[config.mk]
export PLATFORM = sky130hd
export DESIGN_NAME = bis_ctrl
export DESIGN_NICKNAME = d
export VERILOG_FILES = /design/src/design/bis_pkg.sv /design/src/design/bis_ctrl.sv
export SDC_FILE = /design/constraint.sdc
export NUM_CORES = 1
export LEC_CHECK = 0
export BUFFER_PORTS_ARGS = -buffer_cell sky130_fd_sc_hd__buf_4
export CAP_MARGIN = 40
export CORE_AREA = 2 2 39 41
export CTS_CLUSTER_SIZE = 40
export DETAILED_ROUTE_END_ITERATION = 12
export DIE_AREA = 0 0 41 43
export GPL_ROUTABILITY_DRIVEN = 0
export GPL_TIMING_DRIVEN = 0
export PLACE_DENSITY = 0.59
export SKIP_LAST_GASP = 1
export SLEW_MARGIN = 30
export SYNTH_ARGS = -nofsm -noshare
export SYNTH_HDL_FRONTEND = slang
export SYNTH_SLANG_ARGS = --single-unit
[constraint.sdc]
create_clock -name clk -period 1.89 [get_ports clk]
set_clock_uncertainty 0.2 [all_clocks]
set_input_delay 0.378 -clock clk [delete_from_list [all_inputs] [get_ports clk]]
set_output_delay 0.378 -clock clk [all_outputs]
set_load 0.01 [all_outputs]
[src/design/bis_pkg.sv]
// ----------------------------------------------------------------------------
// bis_pkg
// Shared constants and types for the bilinear image scaler.
// ----------------------------------------------------------------------------
package bis_pkg;

  localparam int SCREEN_W  = 800;
  localparam int SCREEN_H  = 480;
  localparam int MAX_SRC_W = 1024;
  localparam int MAX_SRC_H = 512;

  localparam int STORE_AW = 19;   // log2(MAX_SRC_W * MAX_SRC_H)
  localparam int DIV_NW   = 36;   // dividend / quotient width
  localparam int DIV_DW   = 11;   // divisor width
  localparam int DIV_CW   = 6;    // iteration counter width

  typedef enum logic [1:0] {
    CFG_SRC_W   = 2'd0,
    CFG_SRC_H   = 2'd1,
    CFG_PLACE_X = 2'd2,
    CFG_PLACE_Y = 2'd3
  } cfg_idx_t;

  typedef enum logic [3:0] {
    ST_IDLE,
    ST_DIM_START,
    ST_DIM_WAIT,
    ST_POS,
    ST_X_START,
    ST_X_WAIT,
    ST_Y_START,
    ST_Y_WAIT,
    ST_BASE,
    ST_READ,
    ST_MAC,
    ST_EMIT
  } state_t;

  typedef enum logic [3:0] {
    OP_NONE,
    OP_LOAD,
    OP_PROD,
    OP_DIM_START,
    OP_DIM_CAPT,
    OP_POS,
    OP_X_START,
    OP_X_CAPT,
    OP_Y_START,
    OP_Y_CAPT,
    OP_BASE,
    OP_READ,
    OP_MAC,
    OP_EMIT
  } op_t;

  typedef struct packed {
    op_t        op;
    logic [1:0] tap;   // bit0: right neighbor, bit1: lower neighbor
  } cmd_t;

  typedef struct packed {
    logic offscreen;
    logic dims_empty;
    logic div_done;
    logic out_free;
  } stat_t;

endpackage

[src/design/bis_ctrl.sv]
// ----------------------------------------------------------------------------
// bis_ctrl
// Sequencer: accepts items and steps the datapath through one emit.
// ----------------------------------------------------------------------------
module bis_ctrl (
  input  logic           clk,
  input  logic           rst,
  input  logic           s_tvalid,
  input  logic           s_tuser,
  output logic           s_tready,
  input  bis_pkg::stat_t stat,
  output bis_pkg::cmd_t  cmd
);

  bis_pkg::state_t state, state_next;
  logic [1:0] tap;

  always_ff @(posedge clk) begin
    if (rst) begin
      state <= bis_pkg::ST_IDLE;
      tap   <= '0;
    end else begin
      state <= state_next;
      if (state == bis_pkg::ST_BASE) tap <= '0;
      else if (state == bis_pkg::ST_MAC) tap <= tap + 2'd1;
    end
  end

  always_comb begin
    state_next = state;
    case (state)
      bis_pkg::ST_IDLE:
        if (s_tvalid && s_tuser) state_next = bis_pkg::ST_DIM_START;
      bis_pkg::ST_DIM_START:
        state_next = stat.offscreen ? bis_pkg::ST_IDLE : bis_pkg::ST_DIM_WAIT;
      bis_pkg::ST_DIM_WAIT:
        if (stat.div_done) state_next = bis_pkg::ST_POS;
      bis_pkg::ST_POS:
        state_next = stat.dims_empty ? bis_pkg::ST_IDLE : bis_pkg::ST_X_START;
      bis_pkg::ST_X_START: state_next = bis_pkg::ST_X_WAIT;
      bis_pkg::ST_X_WAIT:
        if (stat.div_done) state_next = bis_pkg::ST_Y_START;
      bis_pkg::ST_Y_START: state_next = bis_pkg::ST_Y_WAIT;
      bis_pkg::ST_Y_WAIT:
        if (stat.div_done) state_next = bis_pkg::ST_BASE;
      bis_pkg::ST_BASE:    state_next = bis_pkg::ST_READ;
      bis_pkg::ST_READ:    state_next = bis_pkg::ST_MAC;
      bis_pkg::ST_MAC:
        state_next = (tap == 2'd3) ? bis_pkg::ST_EMIT : bis_pkg::ST_READ;
      bis_pkg::ST_EMIT:
        if (stat.out_free) state_next = bis_pkg::ST_IDLE;
      default: state_next = bis_pkg::ST_IDLE;
    endcase
  end

  always_comb begin
    s_tready = 1'b0;
    cmd.op   = bis_pkg::OP_NONE;
    cmd.tap  = tap;
    case (state)
      bis_pkg::ST_IDLE: begin
        s_tready = 1'b1;
        if (s_tvalid) cmd.op = s_tuser ? bis_pkg::OP_PROD : bis_pkg::OP_LOAD;
      end
      bis_pkg::ST_DIM_START:
        if (!stat.offscreen) cmd.op = bis_pkg::OP_DIM_START;
      bis_pkg::ST_DIM_WAIT:
        if (stat.div_done) cmd.op = bis_pkg::OP_DIM_CAPT;
      bis_pkg::ST_POS:
        if (!stat.dims_empty) cmd.op = bis_pkg::OP_POS;
      bis_pkg::ST_X_START: cmd.op = bis_pkg::OP_X_START;
      bis_pkg::ST_X_WAIT:
        if (stat.div_done) cmd.op = bis_pkg::OP_X_CAPT;
      bis_pkg::ST_Y_START: cmd.op = bis_pkg::OP_Y_START;
      bis_pkg::ST_Y_WAIT:
        if (stat.div_done) cmd.op = bis_pkg::OP_Y_CAPT;
      bis_pkg::ST_BASE: cmd.op = bis_pkg::OP_BASE;
      bis_pkg::ST_READ: cmd.op = bis_pkg::OP_READ;
      bis_pkg::ST_MAC:  cmd.op = bis_pkg::OP_MAC;
      bis_pkg::ST_EMIT:
        if (stat.out_free) cmd.op = bis_pkg::OP_EMIT;
      default: ;
    endcase
  end

endmodule

==> report_table.html, run 1 <==
<table>
<tr><th>Metric</th><th>Value</th></tr>
<tr><th colspan="2">Status</th></tr>
<tr><td>Status</td><td>finished with violations</td></tr>
<tr><td>Violated checks</td><td>setup timing</td></tr>
<tr><th colspan="2">Die</th></tr>
<tr><td>Die outline width</td><td>41 um</td></tr>
<tr><td>Number of I/O pins</td><td>15</td></tr>
<tr><td>Core region area</td><td>0.001384 mm^2</td></tr>
<tr><td>Number of placement rows</td><td>14</td></tr>
<tr><td>Full die area</td><td>0.001763 mm^2</td></tr>
<tr><td>Vert. Die Dim</td><td>43 um</td></tr>
<tr><td>Starting Density</td><td>36.53%</td></tr>
<tr><th colspan="2">Timing</th></tr>
<tr><td>Max-slew violation count</td><td>0</td></tr>
<tr><td>Count of final hold-check violations</td><td>0</td></tr>
<tr><td>Setup repair after global routing missed its margin</td><td>true</td></tr>
<tr><td>Worst max-slew margin expressed relative to the limit</td><td>80.95%</td></tr>
<tr><td>Final-layout worst hold slack</td><td>0.1584 ns</td></tr>
<tr><td>Minimum clock period after layout</td><td>1.968 ns</td></tr>
<tr><td>Final setup viols</td><td>3</td></tr>
<tr><td>Period utilization</td><td>104.1%</td></tr>
<tr><td>TNS Setup</td><td>-0.1923 ns</td></tr>
<tr><td>Pin slew with the least headroom to its limit</td><td>0.2836 ns</td></tr>
<tr><td>Final WS setup</td><td>-0.07780 ns</td></tr>
<tr><td>Upper clock frequency limit</td><td>0.5082 GHz</td></tr>
<tr><th colspan="2">Logic synthesis</th></tr>
<tr><td>Share of cell area taken by muxes after synthesis</td><td>1.980%</td></tr>
<tr><td>Cell count after synthesis</td><td>70</td></tr>
<tr><td>Number of flops mapped to enable cells by yosys</td><td>0</td></tr>
<tr><td>Most used flip-flop cell after synthesis</td><td>sky130_fd_sc_hd__dfxtp_1</td></tr>
<tr><td>Number of different library cells in the post-synthesis netlist</td><td>36</td></tr>
<tr><td>Adder-cell area share of the yosys netlist</td><td>2.475%</td></tr>
<tr><td>Post-Synthesis Mean Instance Area</td><td>7.221 um^2</td></tr>
<tr><td>Cell area after synthesis</td><td>505.5 um^2</td></tr>
<tr><td>Post-synthesis xor/xnor area fraction</td><td>0%</td></tr>
<tr><td>Proportion of synthesized flip-flops having asynchronous set or reset</td><td>0%</td></tr>
<tr><td>Yosys warns</td><td>0</td></tr>
<tr><td>Main combinational cell family by area after synthesis</td><td>simple AND/OR/NAND/NOR gates</td></tr>
<tr><td>Complex-gate fraction of the synthesized area</td><td>25.99%</td></tr>
<tr><td>Total nets after synthesis</td><td>79</td></tr>
<tr><td>Synth top cells by count</td><td>sky130_fd_sc_hd__nand2_1, sky130_fd_sc_hd__a21oi_1, sky130_fd_sc_hd__dfxtp_1, sky130_fd_sc_hd__nor3_1, sky130_fd_sc_hd__nor2b_1</td></tr>
<tr><td>Share of the synthesized area in the top cell type</td><td>23.76%</td></tr>
<tr><td>Seq cells post-synth</td><td>6</td></tr>
<tr><td>Ranking of synthesized cells by area</td><td>sky130_fd_sc_hd__dfxtp_1, sky130_fd_sc_hd__nand2_1, sky130_fd_sc_hd__a21oi_1</td></tr>
<tr><td>Most frequently used cell type in the post-synthesis netlist</td><td>sky130_fd_sc_hd__nand2_1</td></tr>
<tr><td>Simple logic cell fraction of the synthesized area</td><td>39.85%</td></tr>
<tr><td>Part of the Yosys area used for sequential elements</td><td>23.76%</td></tr>
<tr><td>Biggest area consumer among synthesized cells</td><td>sky130_fd_sc_hd__dfxtp_1</td></tr>
<tr><th colspan="2">Clock tree</th></tr>
<tr><td>CTS root buffer</td><td>sky130_fd_sc_hd__clkbuf_4</td></tr>
<tr><td>CTS tree</td><td>yes</td></tr>
<tr><td>Clock-pin slew reported for the worst setup and hold paths after clock tree synthesis</td><td>0.04 ns</td></tr>
<tr><td>Count of hold buffers inserted by post-cts repair</td><td>0</td></tr>
<tr><td>Insertion delay to the later sink of the worst-skew pair</td><td>0.24 ns</td></tr>
<tr><td>CTS Sinks</td><td>6</td></tr>
<tr><td>Deepest level of the CTS H-tree</td><td>1</td></tr>
<tr><td>Buffer levels on the longest clock path</td><td>2</td></tr>
<tr><td>Clock buffer count from CTS</td><td>3</td></tr>
<tr><th colspan="2">Power</th></tr>
<tr><td>Power per standard cell area</td><td>749.5 mW/mm^2</td></tr>
<tr><td>Power after layout</td><td>0.0006001 W</td></tr>
<tr><td>Share of total power in the clock network</td><td>18.9%</td></tr>
<tr><td>Net switching share of the total power</td><td>36.68%</td></tr>
<tr><td>Sequential share of power</td><td>27.8%</td></tr>
<tr><td>Combinational fraction of design power</td><td>53.3%</td></tr>
<tr><td>Switching component of the power</td><td>0.0002202 W</td></tr>
<tr><td>Maximum resistive drop on vdd</td><td>0.0004480 V</td></tr>
<tr><td>Pint</td><td>0.0003800 W</td></tr>
<tr><td>Static Leakage</td><td>0.3335 nW</td></tr>
<tr><th colspan="2">Placed design</th></tr>
<tr><td>Port-buffer cells</td><td>14</td></tr>
<tr><td>Worst slack at placement</td><td>-0.07523 ns</td></tr>
<tr><td>Post-detailed-placement half-perimeter wirelength</td><td>1002 um</td></tr>
<tr><th colspan="2">Worst setup path</th></tr>
<tr><td>Signal arrival time at the worst endpoint</td><td>1.39 ns</td></tr>
<tr><td>Setup Crit Path Kind</td><td>reg -&gt; out</td></tr>
<tr><td>CP Launch Type</td><td>flop</td></tr>
<tr><td>Critical Path RT</td><td>1.31 ns</td></tr>
<tr><td>Critical Path Sink Type</td><td>output port</td></tr>
<tr><td>Maximum net fanout on the critical path</td><td>4</td></tr>
<tr><th colspan="2">Final layout</th></tr>
<tr><td>Count of antenna diodes in the layout</td><td>0</td></tr>
<tr><td>Total Nets Final</td><td>104</td></tr>
<tr><td>Share of post-route cells with drive strength above 1</td><td>47.31%</td></tr>
<tr><td>End-of-flow core utilization</td><td>57.87%</td></tr>
<tr><td>Area growth, synth to finish</td><td>58.42%</td></tr>
<tr><td>Count of fill cells added during filler insertion</td><td>132</td></tr>
<tr><th colspan="2">GRT</th></tr>
<tr><td>Pin count of the biggest net entering global routing</td><td>12</td></tr>
<tr><td>Number of antenna violations at the first check in global routing</td><td>0</td></tr>
<tr><td>Aggregate global routing overflow</td><td>0</td></tr>
<tr><td>First-pass GRT wire length</td><td>2201 um</td></tr>
<tr><td>Vias in the first global route</td><td>533</td></tr>
<tr><td>Total routing usage reported by global routing</td><td>18.49%</td></tr>
<tr><th colspan="2">Route</th></tr>
<tr><td>WL/cell</td><td>13.30 um</td></tr>
<tr><td>Initial DRC Count</td><td>7</td></tr>
<tr><td>Final routed wirelength across all metal layers</td><td>1450 um</td></tr>
<tr><td>Via count</td><td>610</td></tr>
<tr><td>Number of DRC violations after detailed routing</td><td>0</td></tr>
<tr><td>Detailed-route vias per instance</td><td>5.596</td></tr>
<tr><td>First-pass iteration count of the detailed router</td><td>3</td></tr>
<tr><td>Antenna-violating nets left</td><td>0</td></tr>
<tr><th colspan="2">Flow run</th></tr>
<tr><td>Number of max-capacitance violations reported</td><td>0</td></tr>
<tr><th colspan="2">Hold path</th></tr>
<tr><td>Worst hold-check path type</td><td>in -&gt; reg</td></tr>
</table>
==> worst max-delay path: stages, from the launching register on <==
cell and delay (ns):
sky130_fd_sc_hd__dfxtp_4 0.38, sky130_fd_sc_hd__buf_6 0.11, sky130_fd_sc_hd__a21oi_2 0.04, sky130_fd_sc_hd__or3_4 0.39, sky130_fd_sc_hd__o311ai_2 0.07, sky130_fd_sc_hd__buf_4 0.16
==> metal layers <==
layer	track usage [%]	routed length [um]	vias up
met2	30.00	805	9
met4	11.33	10	0
met1	20.65	602	284
met5	0	0	-
li1	-	-	315
met3	3.665	31	2
==> per-stage QoR <==
stage / std cells / instance area, um^2
floorplan: 70 / 505.5
global placement: 100 / 630.6
detailed placement: 100 / 630.6
CTS: 104 / 704.4
global route: 109 / 800.8
finish: 109 / 800.8
==> area by class of cell <==
type	instances	area [um^2]	area share (%)
multi-input combinational	57	407.9	50.94
tap	16	20.02	2.500
buffer	4	38.79	4.844
clock buffer	3	22.52	2.812
timing repair buffer	21	168.9	21.09
sequential	6	135.1	16.88
inverter	2	7.507	0.9375
==> final timing paths <==
check	depth (start not counted)	start	slack, ns	endpoint
worst max-delay path	5	state[3]$_SDFFE_PP0P_	-0.08	cmd[4]
worst min-delay path	2	rst	0.16	tap[0]$_SDFFE_PP0P_
worst max register to register	6	state[3]$_SDFFE_PP0P_	0.12	state[1]$_SDFFE_PP0P_
worst min register to register	2	tap[1]$_SDFFE_PP0P_	0.28	tap[1]$_SDFFE_PP0P_
==> cell families after synthesis <==
| logic type | after synthesis |
|---|---|
| DFF | 6 |
| and+or+nand+nor | 35 |
| muxes | 1 |
| adders and majority gates | 1 |
| buffers and inverters | 7 |
| AOI/OAI and AO/OA | 20 |
==> registers in the layout, summed over array words and instances (netlist names) <==
signal / flops
state: 4
tap: 2
==> what timing repair did <==
action / in CTS / in global routing
pin swaps: 2 / 4
buffers inserted: 2 / 5
gates cloned: 0 / 0
gates resized for setup: 15 / 17
endpoints found under the setup margin: 4 / 4
==> power groups by stage <==
stage          registers (W)  logic (W)  clock network, W
3_3_place_gp        0.000155   0.000246                 0
5_1_grt             0.000170   0.000348          0.000128
6_report            0.000167   0.000320          0.000113
4_1_cts             0.000165   0.000307          0.000121
3_5_place_dp        0.000155   0.000251                 0
2_1_floorplan       0.000152   0.000165                 0
==> layout by cell type (no fill, tap or decap), drive strengths merged, types with 2 or more instances in the layout <==
cell type	count
buf	24
nand2	10
a21oi	6
nor3	6
dfxtp	6
nor2b	4
clkbuf	4
o21ai	3
o211ai	2
nand2b	2
nand4	2
inv	2
nor2	2
nand3	2
Power figures use the tool's default switching activity.
==> inputs of run 2 (changes only) <==
Settings changed: CELL_PAD_IN_SITES_DETAIL_PLACEMENT set to 1, CELL_PAD_IN_SITES_GLOBAL_PLACEMENT set to 1, CORE_AREA 2 2 39 41 to unset, CORE_MARGIN set to 1.5, CORE_UTILIZATION set to 33, DIE_AREA 0 0 41 43 to unset, PLACE_DENSITY 0.59 to 0.71.
==> run 2 against run 1 <==
Effect of this change:
- the flow still finishes with violations (setup timing)
- combinational power grew 13%
- count of clock-buffer cells in the layout unchanged
- cell count shrank 1.8%
- sequential power hardly changed
- clock power barely moved
- core utilization up 0.38 points
- worst hold slack worse by 0.0035 ns
- highest routed layer unchanged
==> report_table.html, run 2 (synthesized netlist as in run 1, its figures left out) <==
<table>
<tr><th>Metric</th><th>Value</th></tr>
<tr><th colspan="2">Route</th></tr>
<tr><td>Detailed-route vias per instance</td><td>5.888 (+5.2%)</td></tr>
<tr><td>Initial DRC Count</td><td>14 (+7)</td></tr>
<tr><td>WL/cell</td><td>16.81 um (+26%)</td></tr>
<tr><td>Antenna-violating nets left</td><td>0 (unchanged)</td></tr>
<tr><td>Via count</td><td>630 (+3.3%)</td></tr>
<tr><td>Number of DRC violations after detailed routing</td><td>0 (unchanged)</td></tr>
<tr><td>Final routed wirelength across all metal layers</td><td>1799 um (+24%)</td></tr>
<tr><td>First-pass iteration count of the detailed router</td><td>4 (+1)</td></tr>
<tr><th colspan="2">Timing</th></tr>
<tr><td>Minimum clock period after layout</td><td>1.989 ns (+0.02094 ns)</td></tr>
<tr><td>Final WS setup</td><td>-0.09874 ns (-0.02094 ns)</td></tr>
<tr><td>Max-slew violation count</td><td>0 (unchanged)</td></tr>
<tr><td>Worst max-slew margin expressed relative to the limit</td><td>81.85% (+0.90 points)</td></tr>
<tr><td>Period utilization</td><td>105.2% (+1.1 points)</td></tr>
<tr><td>Setup repair after global routing missed its margin</td><td>true</td></tr>
<tr><td>Upper clock frequency limit</td><td>0.5028 GHz (-1.1%)</td></tr>
<tr><td>Final setup viols</td><td>4 (+1)</td></tr>
<tr><td>TNS Setup</td><td>-0.2878 ns (-0.09546 ns)</td></tr>
<tr><td>Final-layout worst hold slack</td><td>0.1549 ns (-0.003528 ns)</td></tr>
<tr><td>Pin slew with the least headroom to its limit</td><td>0.2716 ns (-0.01202 ns)</td></tr>
<tr><td>Count of final hold-check violations</td><td>0 (unchanged)</td></tr>
<tr><th colspan="2">Final layout</th></tr>
<tr><td>Largest registers in the final layout</td><td>state (4), tap (2)</td></tr>
<tr><td>Leading cell types in the layout, fill and taps excluded</td><td>sky130_fd_sc_hd__buf_4, sky130_fd_sc_hd__nand2_1, sky130_fd_sc_hd__a21oi_1</td></tr>
<tr><td>Total Nets Final</td><td>103 (-0.96%)</td></tr>
<tr><td>End-of-flow core utilization</td><td>58.24% (+0.38 points)</td></tr>
<tr><td>Count of antenna diodes in the layout</td><td>0 (unchanged)</td></tr>
<tr><td>Register with the highest flop count</td><td>state</td></tr>
<tr><td>Count of fill cells added during filler insertion</td><td>172 (+30%)</td></tr>
<tr><td>Leading cell type in the layout, fill and taps excluded</td><td>sky130_fd_sc_hd__buf_4</td></tr>
<tr><td>Sequential standard cell area</td><td>130.1 um^2 (-3.7%)</td></tr>
<tr><td>Share of post-route cells with drive strength above 1</td><td>48.91% (+1.6 points)</td></tr>
<tr><td>Combined area of the multi-input logic cells</td><td>420.4 um^2 (+3.1%)</td></tr>
<tr><td>Flip-flop count of the largest register after layout</td><td>4 (unchanged)</td></tr>
<tr><td>Area growth, synth to finish</td><td>57.43%</td></tr>
<tr><th colspan="2">Clock tree</th></tr>
<tr><td>Buffer levels on the longest clock path</td><td>2 (unchanged)</td></tr>
<tr><td>Clock-pin slew reported for the worst setup and hold paths after clock tree synthesis</td><td>0.04 ns (about the same)</td></tr>
<tr><td>CTS Sinks</td><td>6 (unchanged)</td></tr>
<tr><td>Deepest level of the CTS H-tree</td><td>1 (unchanged)</td></tr>
<tr><td>CTS tree</td><td>yes</td></tr>
<tr><td>CTS root buffer</td><td>sky130_fd_sc_hd__clkbuf_4</td></tr>
<tr><td>Clock buffer count from CTS</td><td>3 (unchanged)</td></tr>
<tr><td>Count of hold buffers inserted by post-cts repair</td><td>0 (unchanged)</td></tr>
<tr><td>Insertion delay to the later sink of the worst-skew pair</td><td>0.24 ns (about the same)</td></tr>
<tr><th colspan="2">Placed design</th></tr>
<tr><td>Post-detailed-placement half-perimeter wirelength</td><td>1131 um (+13%)</td></tr>
<tr><td>Port-buffer cells</td><td>14 (unchanged)</td></tr>
<tr><th colspan="2">GRT</th></tr>
<tr><td>Number of antenna violations at the first check in global routing</td><td>0 (unchanged)</td></tr>
<tr><td>Aggregate global routing overflow</td><td>0 (unchanged)</td></tr>
<tr><td>Pin count of the biggest net entering global routing</td><td>11 (-1)</td></tr>
<tr><td>Total routing usage reported by global routing</td><td>20.78% (+2.3 points)</td></tr>
<tr><td>First-pass GRT wire length</td><td>2780 um (+26%)</td></tr>
<tr><td>Vias in the first global route</td><td>587 (+10%)</td></tr>
<tr><th colspan="2">Worst setup path</th></tr>
<tr><td>Maximum net fanout on the critical path</td><td>8 (+4)</td></tr>
<tr><td>Critical Path RT</td><td>1.31 ns (about the same)</td></tr>
<tr><td>Critical Path Sink Type</td><td>output port</td></tr>
<tr><td>CP Launch Type</td><td>flop</td></tr>
<tr><td>Setup Crit Path Kind</td><td>reg -&gt; out</td></tr>
<tr><td>Signal arrival time at the worst endpoint</td><td>1.41 ns (+0.02 ns)</td></tr>
<tr><th colspan="2">Power</th></tr>
<tr><td>Pint</td><td>0.0004033 W (+6.1%)</td></tr>
<tr><td>Share of total power in the clock network</td><td>18.1% (-0.8 points)</td></tr>
<tr><td>Power per standard cell area</td><td>807.4 mW/mm^2 (+7.7%)</td></tr>
<tr><td>Sequential share of power</td><td>25.6% (-2.2 points)</td></tr>
<tr><td>Static Leakage</td><td>0.3232 nW (-3.1%)</td></tr>
<tr><td>Switching component of the power</td><td>0.0002391 W (+8.6%)</td></tr>
<tr><td>Maximum resistive drop on vdd</td><td>0.0005106 V (+14%)</td></tr>
<tr><td>Combinational fraction of design power</td><td>56.3% (+3.0 points)</td></tr>
<tr><td>Net switching share of the total power</td><td>37.22% (+0.54 points)</td></tr>
<tr><th colspan="2">Die</th></tr>
<tr><td>Vert. Die Dim</td><td>42.14 um (-2.0%)</td></tr>
<tr><td>Starting Density</td><td>37.00% (+0.47 points)</td></tr>
<tr><td>Number of I/O pins</td><td>15 (unchanged)</td></tr>
<tr><td>Core region area</td><td>0.001366 mm^2 (-1.3%)</td></tr>
<tr><td>Number of placement rows</td><td>13 (-1)</td></tr>
<tr><td>Full die area</td><td>0.001775 mm^2 (+0.70%)</td></tr>
<tr><td>Die outline width</td><td>42.14 um (+2.8%)</td></tr>
<tr><th colspan="2">Status</th></tr>
<tr><td>Status</td><td>finished with violations</td></tr>
<tr><td>Violated checks</td><td>setup timing</td></tr>
<tr><th colspan="2">Flow run</th></tr>
<tr><td>Number of max-capacitance violations reported</td><td>0 (unchanged)</td></tr>
<tr><th colspan="2">Hold path</th></tr>
<tr><td>Worst hold-check path type</td><td>in -&gt; reg</td></tr>
</table>
-- run 2: final cells by class --
type | count | area share, %
Clock buffer | 3 | 2.830
Buffer | 5 | 6.761
Tap cell | 15 | 2.358
Multi-Input combinational cell | 57 | 52.83
Sequential cell | 6 | 16.35
Inverter | 2 | 0.9434
Timing Repair Buffer | 19 | 17.92
-- run 2: worst paths after layout --
check	from	to	slack, ns	cells after the start
worst min-delay path	rst	tap[0]$_SDFFE_PP0P_	0.15	2
worst max-delay path	state[0]$_SDFFE_PP0P_	cmd[3]	-0.1	5
worst max register to register	state[2]$_SDFFE_PP0P_	state[1]$_SDFFE_PP0P_	0.23	4
worst min register to register	tap[1]$_SDFFE_PP0P_	tap[1]$_SDFFE_PP0P_	0.27	2
-- run 2: per-stage QoR --
step,instances,total power [W],instance area [um^2],worst slack [ns]
global placement,99,0.0004069,629.4,-0.1020
finish,107,0.0006425,795.8,-0.09874
floorplan,70,0.0003166,505.5,0.09407
CTS,103,0.0005624,703.2,-0.1331
global route,107,0.0006878,795.8,-0.1702
detailed placement,99,0.0004099,629.4,-0.1471
-- run 2: layer usage --
metal	track usage, %	vias up	routed length (um)
met5	0	-	0
met4	13.13	0	56
met3	4.310	6	72
met2	31.56	15	885
met1	26.56	300	785
li1	-	309	-
-- run 2: worst max-delay path, cell delays in order, from the launching register on --
cell and delay (ns):
sky130_fd_sc_hd__dfxtp_4 0.36, sky130_fd_sc_hd__buf_8 0.13, sky130_fd_sc_hd__a21o_4 0.22, sky130_fd_sc_hd__a211oi_2 0.22, sky130_fd_sc_hd__a31o_1 0.13, sky130_fd_sc_hd__buf_4 0.11
-- run 2: power by group through the flow --
stage,Sequential (W),Clock [W],Combinational (W)
after detailed placement,0.000155,0,0.000255
after floorplan,0.000152,0,0.000165
after global placement,0.000155,0,0.000252
after CTS,0.000162,0.000122,0.000278
final,0.000165,0.000116,0.000362
after global routing,0.000165,0.000128,0.000395
-- run 2: repair_timing --
item,CTS,global route
endpoints found under the setup margin,5,4
endpoints found under the hold margin,0,0
pin swaps,2,4
buffers inserted,0,4
gates cloned,1,0
resized for setup,17,14
